File: config.mk
export PLATFORM = sky130hd
export DESIGN_NAME = kds_item_store
export DESIGN_NICKNAME = d
export VERILOG_FILES = /design/src/hw/rtl/knapsack_01_dp_solver_macros.svh /design/src/hw/rtl/kds_pkg.sv /design/src/hw/rtl/kds_item_store.sv
export SDC_FILE = /design/constraint.sdc
export NUM_CORES = 1
export LEC_CHECK = 0
export ABC_CLOCK_PERIOD_IN_PS = 2500
export BUFFER_PORTS_ARGS = -buffer_cell sky130_fd_sc_hd__buf_2
export CAP_MARGIN = 10
export CORE_MARGIN = 2
export CORE_UTILIZATION = 27
export DETAILED_ROUTE_END_ITERATION = 8
export HOLD_SLACK_MARGIN = 0.02
export PLACE_DENSITY = 0.37
export SYNTH_ARGS = -nofsm -noshare
export SYNTH_HDL_FRONTEND = slang
export SYNTH_SLANG_ARGS = --single-unit
export TNS_END_PERCENT = 5
File: constraint.sdc
create_clock -name clk -period 2.5 [get_ports clk]
set_input_delay 0.25 -clock clk [delete_from_list [all_inputs] [get_ports clk]]
set_output_delay 0.25 -clock clk [all_outputs]
set_load 0.02 [all_outputs]
File: src/hw/rtl/knapsack_01_dp_solver_macros.svh
// Assertion helpers shared by the solver's modules.
// Each expects clk and rst_n in the scope where it is used.
`ifndef KNAPSACK_01_DP_SOLVER_MACROS_SVH
`define KNAPSACK_01_DP_SOLVER_MACROS_SVH

// Same-cycle implication, held off during reset
`define KDS_ASSERT_IMP(lbl, ante, cons, msg) \
  lbl: assert property (@(posedge clk) disable iff (!rst_n) (ante) |-> (cons)) \
    else $error(msg);

// Next-cycle implication, held off during reset
`define KDS_ASSERT_NXT(lbl, ante, cons, msg) \
  lbl: assert property (@(posedge clk) disable iff (!rst_n) (ante) |=> (cons)) \
    else $error(msg);

`endif

File: src/hw/rtl/kds_pkg.sv
package kds_pkg;

  // Field widths
  localparam int W_W         = 12;
  localparam int V_W         = 12;
  localparam int CAP_W       = 10;
  localparam int BEST_W      = 17;
  localparam int IDX_W       = 6;
  localparam int IN_TDATA_W  = 24;
  localparam int OUT_TDATA_W = 24;

  // Input commands
  localparam logic CMD_LOAD  = 1'b0;
  localparam logic CMD_SOLVE = 1'b1;

  // Commands from the sequencer to the table core
  typedef struct packed {
    logic issue;    // compute one table entry
    logic fit;      // item weight fits the entry's capacity
    logic first;    // first item: previous row reads as zero
    logic best_rd;  // read the best row at the capacity address
    logic take_rd;  // read one take bit
  } kds_dp_cmd_t;

endpackage

File: src/hw/rtl/kds_item_store.sv
module kds_item_store #(
  parameter int MAX_ITEMS = 32,
  localparam int IA_W = (MAX_ITEMS > 1) ? $clog2(MAX_ITEMS) : 1,
  localparam int NW   = $clog2(MAX_ITEMS + 1)
) (
  input  logic                     clk,
  input  logic                     rst_n,
  input  logic                     load,
  input  logic                     clear,
  input  logic [kds_pkg::W_W-1:0]  wr_weight,
  input  logic [kds_pkg::V_W-1:0]  wr_value,
  input  logic                     rd_en,
  input  logic [IA_W-1:0]          rd_addr,
  output logic [kds_pkg::W_W-1:0]  rd_weight,
  output logic [kds_pkg::V_W-1:0]  rd_value,
  output logic [NW-1:0]            count
);
  import kds_pkg::*;

  logic [W_W+V_W-1:0] mem [MAX_ITEMS];
  logic [W_W+V_W-1:0] rd_q_r;
  logic [NW-1:0]      count_r;
  logic               full;

  assign full = (count_r == NW'(MAX_ITEMS));

  // Track the fill level; drop loads once full
  always_ff @(posedge clk) begin
    if (!rst_n) begin
      count_r <= '0;
    end else if (clear) begin
      count_r <= '0;
    end else if (load && !full) begin
      count_r <= count_r + NW'(1);
    end
  end

  // Write at the fill level, read registered
  always_ff @(posedge clk) begin
    if (load && !full) begin
      mem[count_r[IA_W-1:0]] <= {wr_value, wr_weight};
    end
    if (rd_en) begin
      rd_q_r <= mem[rd_addr];
    end
  end

  assign rd_weight = rd_q_r[W_W-1:0];
  assign rd_value  = rd_q_r[W_W+V_W-1:W_W];
  assign count     = count_r;

endmodule

# == Word-level counts from Yosys, hierarchy flattened ==
# Memories as Yosys holds them, arrays and structs flattened. A register that Yosys moved wholly into a read port is not among the register bits.
# Index checks and enable logic that the tools add are counted.
# W data, S select, Z words.
# word_totals
regBits,6
ramBits,768
in_bits,34
out_inout_bits,30
memories,1
# memory_table
name,words,word_bits,rd,rd_clocked_by_memory_dff,write_ports,line_no,rtl
mem,32,24,1,1,1,kds_item_store.sv:20,logic [W_W+V_W-1:0] mem [MAX_ITEMS];
# op_classes
addsub,1
n_eq_ne,1
mux,2
bitwise_logic,1
n_reduce_logical,3
# ops
op,n
$add A6 B1 Y6 const B,1
$eq A6 B6 Y1 const B,1
$mux W1,2
$reduce_or A2 Y1,1
$logic_and A1 B1 Y1,1
$logic_not A1 Y1,1
$not A1 Y1,1

# == Depth between registers and ports, before layout ==
# Gate-level depths: netlist (run 1).
# depth
ltp_word,5
ltp_mapped,8
mapped_depth_nobuf,7

# == Worst setup path before layout (run 1) ==
# No wires, ideal clock.
# synth_timing
path_kind,register to register
from,register count_r[2] (netlist: count[2])
to,memory mem[4][0] (netlist bit) (enable)
setup_time_ns,0.405
arrival_ns,1.987
slack_ns,0.109
stages_incl_launch_ff,4
path_buffers,1
period_less_slack_ns,2.391
path_cell_list,dfxtp_1 > or2b_1 > clkbuf_1 > nor2_1
# synth_between
elab_chain_cells,5
# synth_lines
element,line_no,rtl
start: declaration,kds_item_store.sv:22,logic [NW-1:0] count_r;
start signal: assignment,kds_item_store.sv:34,count_r <= count_r + NW'(1);
$eq A6 B6 Y1,kds_item_store.sv:25,assign full = (count_r == NW'(MAX_ITEMS));
$logic_not A1 Y1,kds_item_store.sv:40,if (load && !full) begin
$logic_and A1 B1 Y1,kds_item_store.sv:40,
$mux W1,kds_item_store.sv:40,
$mux W1 (implied by the code),kds_item_store.sv:41,"mem[count_r[IA_W-1:0]] <= {wr_value, wr_weight};"
end: declaration,kds_item_store.sv:20,
# Several ways; a longest one is shown, not always the timed one.

# == Final worst setup path (run 1) ==
# layout_timing
from,register count_r[0] (netlist: count[0])
to,memory mem[3][11] (netlist bit) (enable)
# Same word-level chain as after synthesis.

==> metrics.cfg, run 1 <==
[cts]
cts_tree=done
clk_latency_ns=0.66
cts_sinks=798
h-tree-depth=3
clk_pin_slew_worst_paths_ns=0.06
cts_buffers=89
root_buffer=clkbuf_16
clock_path_buffers=3
ctsResizeCount=0

[sta]
period_share_pct=86.3
relSlewSlack_pct=48.4
skew_ns=0.0235
hold_violations=0
rsz0062_at_grt=false
worstMarginPinSlew_ns=0.775
hold_slack_ns=0.0776
setup_viol=0
min_period_ns=2.16
slew_viol_final=0
fmax_mhz=463
fin_ws_ns=0.342

[logic_synthesis]
avgSynthCellArea_um2=17.7
synth_cell_types=31
yosys-top-cells-count=792 x edfxtp_1, 384 x mux2i_1, 81 x nand2_1
syn_inst=1749
yosysWarnings=0
netlist_area_mm2=0.0310
synth_area_leaders=edfxtp_1 77%, mux2i_1 12%, a22oi_1 1.7%
synth_edf_count=792
ys_seq_area_share_pct=77.0
synthFlopType=edfxtp_1
synth.most_common_cell=edfxtp_1
syn_nets=1787
async_reset_ff_share_pct=0
ys_ff_latch=798
synth_top_area_share_pct=76.6
synth_area_leader_cell=edfxtp_1

[route]
drc=0
post_drt_wl_per_cell_um=25.8
drtAntennaViolNets=0
wl_mm=90.1
dr.pass1.iters=5
drtIter0Drc=1017
viasPerCell=4.59
via_count=16065

[global_routing]
antenna_found_initial=1
grt_pass1_wl_mm=127
grt_pass1_vias=16585
overflow=0
track_usage_pct=15.3
grt_max_degree=41

[power]
ir_worst_vdd_v=0.000487
power.density_mw_per_mm2=782
p_leak_nw=12.8

[die]
die_w_um=343
dieArea_mm2=0.118
io_pins=64
core_mm2=0.114
rows=124
start_util_pct=27.2
die_y_um=343

[place]
post-place-ws_ns=-0.0236
io_buffers=63
hpwl_mm=51.0
placed_area_mm2=0.0344
gp_congestion=0.714

[critical_path]
cp.required_ns=2.83
cp_max_fo=15
crit_arrival_ns=2.49
crit_path_end_kind=register
critPathKind=register to register
startpoint_type=register

[layout]
drive_above_1_share_pct=16.7
area_growth_pct=20.0
final_area_mm2=0.0372
fin_nets=1952

[flow_run]
drv_cap=0

[outcome]
status=completed

[worst_hold_path]
hold_path.class=input pin to register

## path summary, 6_finish.rpt
check             cells past startpoint                  start                    end  slack [ns]
setup / recovery                      7  count[0]$_SDFFE_PP0P_   mem[3][11]$_DFFE_PP_        0.34
hold reg to reg                       2  count[5]$_SDFFE_PP0P_  count[5]$_SDFFE_PP0P_        0.54
hold / removal                        1                  rd_en   rd_q_r[20]$_DFFE_PP_        0.08
setup reg to reg                      7  count[0]$_SDFFE_PP0P_   mem[3][11]$_DFFE_PP_        0.34
## state kept, by name (all words and copies together) (netlist names)
signal	cells
rd_q_r	24
count	6
mem	768
## layout by cell type, fill, tap and decap left out, drive strengths merged, types with 2 or more instances in the layout
cell,n
edfxtp,792
mux2i,384
buf,174
clkbuf,119
nand2,81
nand3,76
a21oi,74
a22oi,72
a22o,48
nor2,35
clkinv,29
nor3,24
a31oi,24
bufinv,7
dfxtp,6
and2,5
inv,5
ha,4
nand2b,4
xor2,3
clkinvlp,3
nor2b,3
diode,2
or2,2
nand4,2
dlygate4sd3,2
## repair_timing
item	CTS	global route
setup buffers	0	0
endpoints found under the hold margin	6	0
hold buffers	2	0
## cell families after synthesis
family | after synthesis | synth area share, %
flops | 798 | 77.0
mux | 384 | 12.4
simple gates | 235 | 3.41
compound gates | 220 | 4.85
buf+inv | 104 | 2.05
xor+xnor | 4 | 0.113
fa+ha+maj | 4 | 0.161
## per-layer routing
metal  GRT usage, %  up-vias  routed length (µm)
met5              0        -                   9
met4           3.54        2                1290
met3           2.62       94                3380
met2           24.5      256               42200
met1           21.6     8437               43200
li1               -     7276                   -
## critical path, cell delays in order (launching register included)
cell and delay [ns]:
dfxtp_1 0.43, inv_1 0.10, ha_1 0.26, nand2_1 0.10, o31a_4 0.15, nor3b_1 0.31
and2_2 0.22, buf_4 0.26
## stage by stage
stage          power (mW)  cells  utilization, %  TNS (ns)
2_1_floorplan        15.9   1749               -         0
3_3_place_gp         16.6   3333            30.1   -0.0493
3_5_place_dp         16.6   3333            30.1   -0.0236
4_1_cts              29.6   3496            32.6         0
5_1_grt              30.1   3496            32.6         0
6_report             29.1   3498            32.6         0
## area by class of cell
| class | instances | area, µm² |
|---|---|---|
| fill | 11124 | 77000 |
| sequential | 798 | 23900 |
| multi-input combinational | 847 | 6730 |
| clock buffer | 119 | 2410 |
| tap | 1512 | 1890 |
| timing repair buffer | 176 | 1850 |
| clock inverter | 42 | 425 |
| inverter | 2 | 7.51 |
| antenna | 2 | 5.00 |
## report_power, final
part           switching [mW]  internal, mW  leakage [nW]
Sequential             0.0329          14.8          7.20
Clock                    5.30          7.51          1.37
Combinational           0.970         0.502          4.19
Total                    6.30          22.8          12.8
(Power assumes the default switching activity.)
==> run 2, diff against run 1 <==
Settings changed: CORE_ASPECT_RATIO from default to 2.
==> run 2 against run 1 <==
Against the previous run: register-to-register slack better by 0.04 ns; sequential power barely moved; fmax rose by 1.9%; sequential cell count unchanged; critical path type unchanged; critical endpoint is now mem[1][22]$_DFFE_PP_.
==> metrics.cfg, run 2 (synthesized netlist as in run 1, its figures left out) <==
[outcome]
status=completed

[global_routing]
antenna_found_initial=4  ; +3
gr-max-usage-layer=met2
grt_pass1_vias=16938  ; +2.1%
use_met2_pct=28.8  ; +4.3 points
grt_use_met3_pct=2.38  ; -0.24 points
grt_use_met1_pct=19.0  ; -2.6 points
overflow=0  ; unchanged
grt_max_degree=41  ; unchanged
track_usage_pct=15.7  ; +0.38 points
grt_pass1_wl_mm=130  ; +2.2%

[die]
dieArea_mm2=0.118  ; +0.14%
die_y_um=483  ; +41%
io_pins=64  ; unchanged
rows=175  ; +41%
die_w_um=244  ; -29%
core_mm2=0.114  ; -0.29%
start_util_pct=27.3  ; +0.079 points

[route]
drc=0  ; unchanged
wl_mm=92.7  ; +2.9%
post_drt_wl_per_cell_um=26.8  ; +4.2%
drtIter0Drc=1140  ; +12%
viasPerCell=4.65  ; +1.2%
dr.pass1.iters=4  ; -1
drtAntennaViolNets=0  ; unchanged
via_count=16062  ; -0.019%

[critical_path]
timing.rr.start=count[0]$_SDFFE_PP0P_
critPathKind=register to register
startpoint_type=register
crit_path_end_kind=register
rrSetupSlack_ns=0.38  ; +0.04 ns
crit_arrival_ns=2.45  ; -0.04 ns
ff2ff_path_depth=7  ; unchanged
rr_endpoint=mem[1][22]$_DFFE_PP_
cp_max_fo=24  ; +9
cp.required_ns=2.84  ; about the same

[power]
p_seq_share_pct=52.8  ; +1.8 points
swShare_pct=21.4  ; -0.23 points
comb_power_share_pct=5.2  ; about the same
power.density_mw_per_mm2=763  ; -2.4%
ir_worst_vdd_v=0.000446  ; -8.5%
p_leak_nw=12.6  ; -1.5%
p_sw_mw=6.01  ; -4.5%
p_int_mw=22.1  ; -3.2%
power.clock.fraction_pct=42.0  ; -2.0 points

[sta]
fin_ws_ns=0.382  ; +0.0396 ns
slew_viol_final=0  ; unchanged
fmax_mhz=472  ; +1.9%
hold_slack_ns=0.106  ; +0.0287 ns
worstMarginPinSlew_ns=0.818  ; +0.0431 ns
relSlewSlack_pct=45.5  ; -2.9 points
skew_ns=0.0198  ; -0.00366 ns
min_period_ns=2.12  ; -0.0396 ns
hold_violations=0  ; unchanged
period_share_pct=84.7  ; -1.6 points
setup_viol=0  ; unchanged
fin_tns_setup_ns=0  ; unchanged
rsz0062_at_grt=false

[cts]
clk_latency_ns=0.66  ; about the same
root_buffer=clkbuf_16
cts_tree=done
cts_buffers=74  ; -17%
h-tree-depth=3  ; unchanged
cts_sinks=798  ; unchanged
clock_path_buffers=3  ; unchanged
clk_pin_slew_worst_paths_ns=0.06  ; about the same

[layout]
fin_nets=1935  ; -0.87%
drive_above_1_share_pct=15.9  ; -0.73 points
multi_input_area_mm2=0.00673  ; about the same
largest_reg_flops=768  ; unchanged
layout_common_cells=792 x edfxtp_1, 384 x mux2i_1, 81 x nand2_1, 79 x clkbuf_16, 76 x nand3_1
seq_area_mm2=0.0239  ; unchanged
area_growth_pct=18.6
layout_commonest_cell=edfxtp_1
fillers=11039  ; -0.76%

[place]
gp_congestion=0.723  ; +1.3%
io_buffers=63  ; unchanged
hpwl_mm=54.7  ; +7.2%
post-place-ws_ns=0.150  ; +0.173 ns

[worst_hold_path]
hold_path.class=input pin to register
hp-start=load
hold_depth=4  ; +3
hold_path_end=count[3]$_SDFFE_PP0P_

[flow_run]
drv_cap=0  ; unchanged

==> run 2: area by class of cell <==
type / instances / area share [%]
inverter: 2 / 0.0204
clock buffer: 94 / 5.52
tap: 1504 / 5.11
clock inverter: 35 / 1.19
multi-input combinational: 847 / 18.3
timing repair buffer: 174 / 4.94
antenna: 1 / 0.00680
sequential: 798 / 64.9
==> run 2: layer usage <==
metal / up-vias / part of all wire (%)
met2: 263 / 54
met3: 84 / 3.1
met1: 8511 / 41
li1: 7202 / -
met5: - / 0.011
met4: 2 / 1.6
==> run 2: power groups by stage <==
stage | combinational, mW | sequential [mW] | clock, mW
after floorplan | 0.721 | 15.2 | 0
after global placement | 1.48 | 15.1 | 0
after detailed placement | 1.49 | 15.1 | 0
after CTS | 1.50 | 14.8 | 12.2
after global routing | 1.57 | 14.8 | 12.6
final | 1.45 | 14.8 | 11.8
==> run 2: per-stage QoR <==
step / utilization, % / power [mW] / std cells / area [µm²]
4_1_cts: 32.3 / 28.5 / 3454 / 36800
3_5_place_dp: 30.1 / 16.6 / 3321 / 34300
2_1_floorplan: - / 15.9 / 1749 / 31000
6_report: 32.3 / 28.1 / 3455 / 36800
5_1_grt: 32.3 / 29.0 / 3455 / 36800
3_3_place_gp: 30.1 / 16.6 / 3321 / 34300
==> run 2: worst max-delay path by stage <==
stage | from | end | slack, ns | cells after the start
after floorplan | count[2]$_SDFFE_PP0P_ | mem[4][0]$_DFFE_PP_ | 0.11 | 3
after global placement | rd_addr[0] | rd_q_r[15]$_DFFE_PP_ | 0.16 | 7
after detailed placement | rd_addr[0] | rd_q_r[15]$_DFFE_PP_ | 0.15 | 7
after CTS | count[0]$_SDFFE_PP0P_ | mem[3][0]$_DFFE_PP_ | 0.37 | 7
after global routing | count[0]$_SDFFE_PP0P_ | mem[2][7]$_DFFE_PP_ | 0.21 | 7
final | count[0]$_SDFFE_PP0P_ | mem[1][22]$_DFFE_PP_ | 0.38 | 7
==> run 2: critical path, stage by stage, from the launching register on <==
cell and delay, ns:
dfxtp_1 0.43, inv_1 0.10, ha_1 0.25, nand2_1 0.09, o31a_4 0.15, nor3b_1 0.33
and2_2 0.23, buf_12 0.21
==> run 2: timing repair <==
item / 4_1_cts / 5_1_grt
hold buffers: 4 / 0
endpoints found under the hold margin: 6 / 0
gates resized for setup: 0 / 0
setup buffers: 0 / 0
==> run 3, diff against run 2 <==
Settings changed: ABC_CLOCK_PERIOD_IN_PS 2500 to 2000.
Clock period 2.5 ns to 2 ns, I/O delays scaled along.
==> run 3 against run 2 <==
Against the previous run: die area unchanged; combinational power increased by 34%; cell count increased by 1.7%; worst setup slack got worse by 0.32 ns; fmax increased by 9.4%; first-iteration DRC count increased by 4.8%; sequential power increased by 25%; wire length increased by 3.5%; clock power increased by 23%; critical path type unchanged.
==> metrics.cfg, run 3 (synthesized netlist as in run 1, its figures left out) <==
[outcome]
status=completed

[global_routing]
grt_pass1_wl_mm=134  ; +3.4%
grt_max_degree=46  ; +12%
antenna_found_initial=4  ; unchanged
track_usage_pct=16.3  ; +0.61 points
overflow=0  ; unchanged
grt_pass1_vias=17463  ; +3.1%

[sta]
setup_viol=0  ; unchanged
hold_slack_ns=0.0665  ; -0.0398 ns
worstMarginPinSlew_ns=0.676  ; -0.141 ns
min_period_ns=1.94  ; -0.182 ns
period_share_pct=96.8  ; +12 points
slew_viol_final=0  ; unchanged
skew_ns=0.0261  ; +0.00626 ns
rsz0062_at_grt=false
relSlewSlack_pct=54.9  ; +9.4 points
hold_violations=0  ; unchanged
fmax_mhz=516  ; +9.4%

[place]
io_buffers=63  ; unchanged
place_inst=3374  ; +1.6%
gp_congestion=0.718  ; -0.75%
hpwl_mm=58.4  ; +6.7%

[layout]
layout.cells.non_filler=3514  ; +1.7%
fin_nets=1988  ; +2.7%
layout_common_cells=792 x edfxtp_1, 384 x mux2i_1, 84 x buf_12, 81 x nand2_1
drive_above_1_share_pct=18.0  ; +2.0 points
layout_commonest_cell=edfxtp_1
largest_reg_flops=768  ; unchanged
area_growth_pct=21.1

[route]
via_count=16446  ; +2.4%
drtAntennaViolNets=0  ; unchanged
drtIter0Drc=1195  ; +4.8%
wl_mm=96.0  ; +3.5%
met2_length_mm=52.0  ; +4.1%
dr.pass1.iters=5  ; +1
drc=0  ; unchanged
post_drt_wl_per_cell_um=27.3  ; +1.8%
met1_length_mm=38.3  ; -0.17%
routed.top_layer=met4
wl_met3_mm=2.75  ; -4.4%
viasPerCell=4.68  ; +0.67%

[cts]
cts_sinks=798  ; unchanged
clock_path_buffers=3  ; unchanged
post_cts_buffers=0  ; unchanged
cts_tree=done
clk_pin_slew_worst_paths_ns=0.06  ; about the same
cts_buffers=73  ; -1.4%
root_buffer=clkbuf_16
clk_latency_ns=0.66  ; about the same
h-tree-depth=3  ; unchanged

[critical_path]
crit_arrival_ns=2.35  ; -0.10 ns
cp_max_fo=19  ; -21%
critPathKind=register to register
crit_path_end_kind=register
startpoint_type=register
cp.required_ns=2.41  ; -0.43 ns

[die]
dieArea_mm2=0.118  ; unchanged
io_pins=64  ; unchanged
die_w_um=244  ; unchanged
core_mm2=0.114  ; unchanged
die_y_um=483  ; unchanged
rows=175  ; unchanged
start_util_pct=27.3  ; unchanged

[flow_run]
drv_cap=0  ; unchanged

[power]
total_power_mw=35.0  ; +24%
ir_worst_vdd_v=0.000536  ; +20%
p_leak_nw=12.9  ; +2.8%
power.density_mw_per_mm2=931  ; +22%

[worst_hold_path]
hold_path.class=input pin to register

-- run 3: layout make-up --
cell class                 instances  area (µm²)
sequential                       798       23900
multi-input combinational        847        6740
inverter                           2        7.51
clock buffer                      82        1880
clock inverter                    51         528
tap                             1504        1880
fill                           10998       76300
antenna                            2        5.00
timing repair buffer             228        2630
-- run 3: where the power goes --
part	total [mW]	internal [mW]	switching, mW
clock	14.5	8.20	6.29
sequential	18.5	18.5	0.0416
combinational	1.94	0.709	1.23
total	35.0	27.4	7.56
-- run 3: path summary, 6_finish.rpt --
kind	startpoint	to	slack, ns	depth (start not counted)
setup / recovery	count[1]$_SDFFE_PP0P_	mem[0][16]$_DFFE_PP_	0.06	8
hold / removal	wr_weight[11]	mem[15][11]$_DFFE_PP_	0.07	1
setup reg to reg	count[1]$_SDFFE_PP0P_	mem[0][16]$_DFFE_PP_	0.06	8
hold reg to reg	count[5]$_SDFFE_PP0P_	count[5]$_SDFFE_PP0P_	0.57	2
-- run 3: critical path, cell delays in order, from the launching register on --
cell and delay (ns):
dfxtp_1 0.31, inv_1 0.09, ha_1 0.18, nand2_1 0.08
o31a_4 0.31, nor3b_2 0.16, buf_4 0.16, and2_2 0.22
buf_12 0.17
-- run 3: what timing repair did --
action                                 in CTS  in global routing
resized for setup                           0                  2
hold buffers                                5                  0
setup endpoints to repair                   0                 96
endpoints found under the hold margin      12                  0
-- run 3: metal layers --
layer | GRT usage [%] | up-vias
met5 | 0 | -
met4 | 5.92 | 0
met3 | 2.14 | 113
met2 | 30.1 | 289
met1 | 19.0 | 8733
li1 | - | 7311
-- run 3: through the flow --
stage	setup TNS, ns	util, %	instance area [µm²]	setup slack, ns
after floorplan	-162.25	-	31100	-0.357
after global placement	-1.15	30.8	35100	-0.362
after detailed placement	-1.06	30.8	35100	-0.364
after CTS	0	33.0	37600	0.0216
after global routing	0	33.0	37600	0.00501
final	0	33.0	37600	0.0638
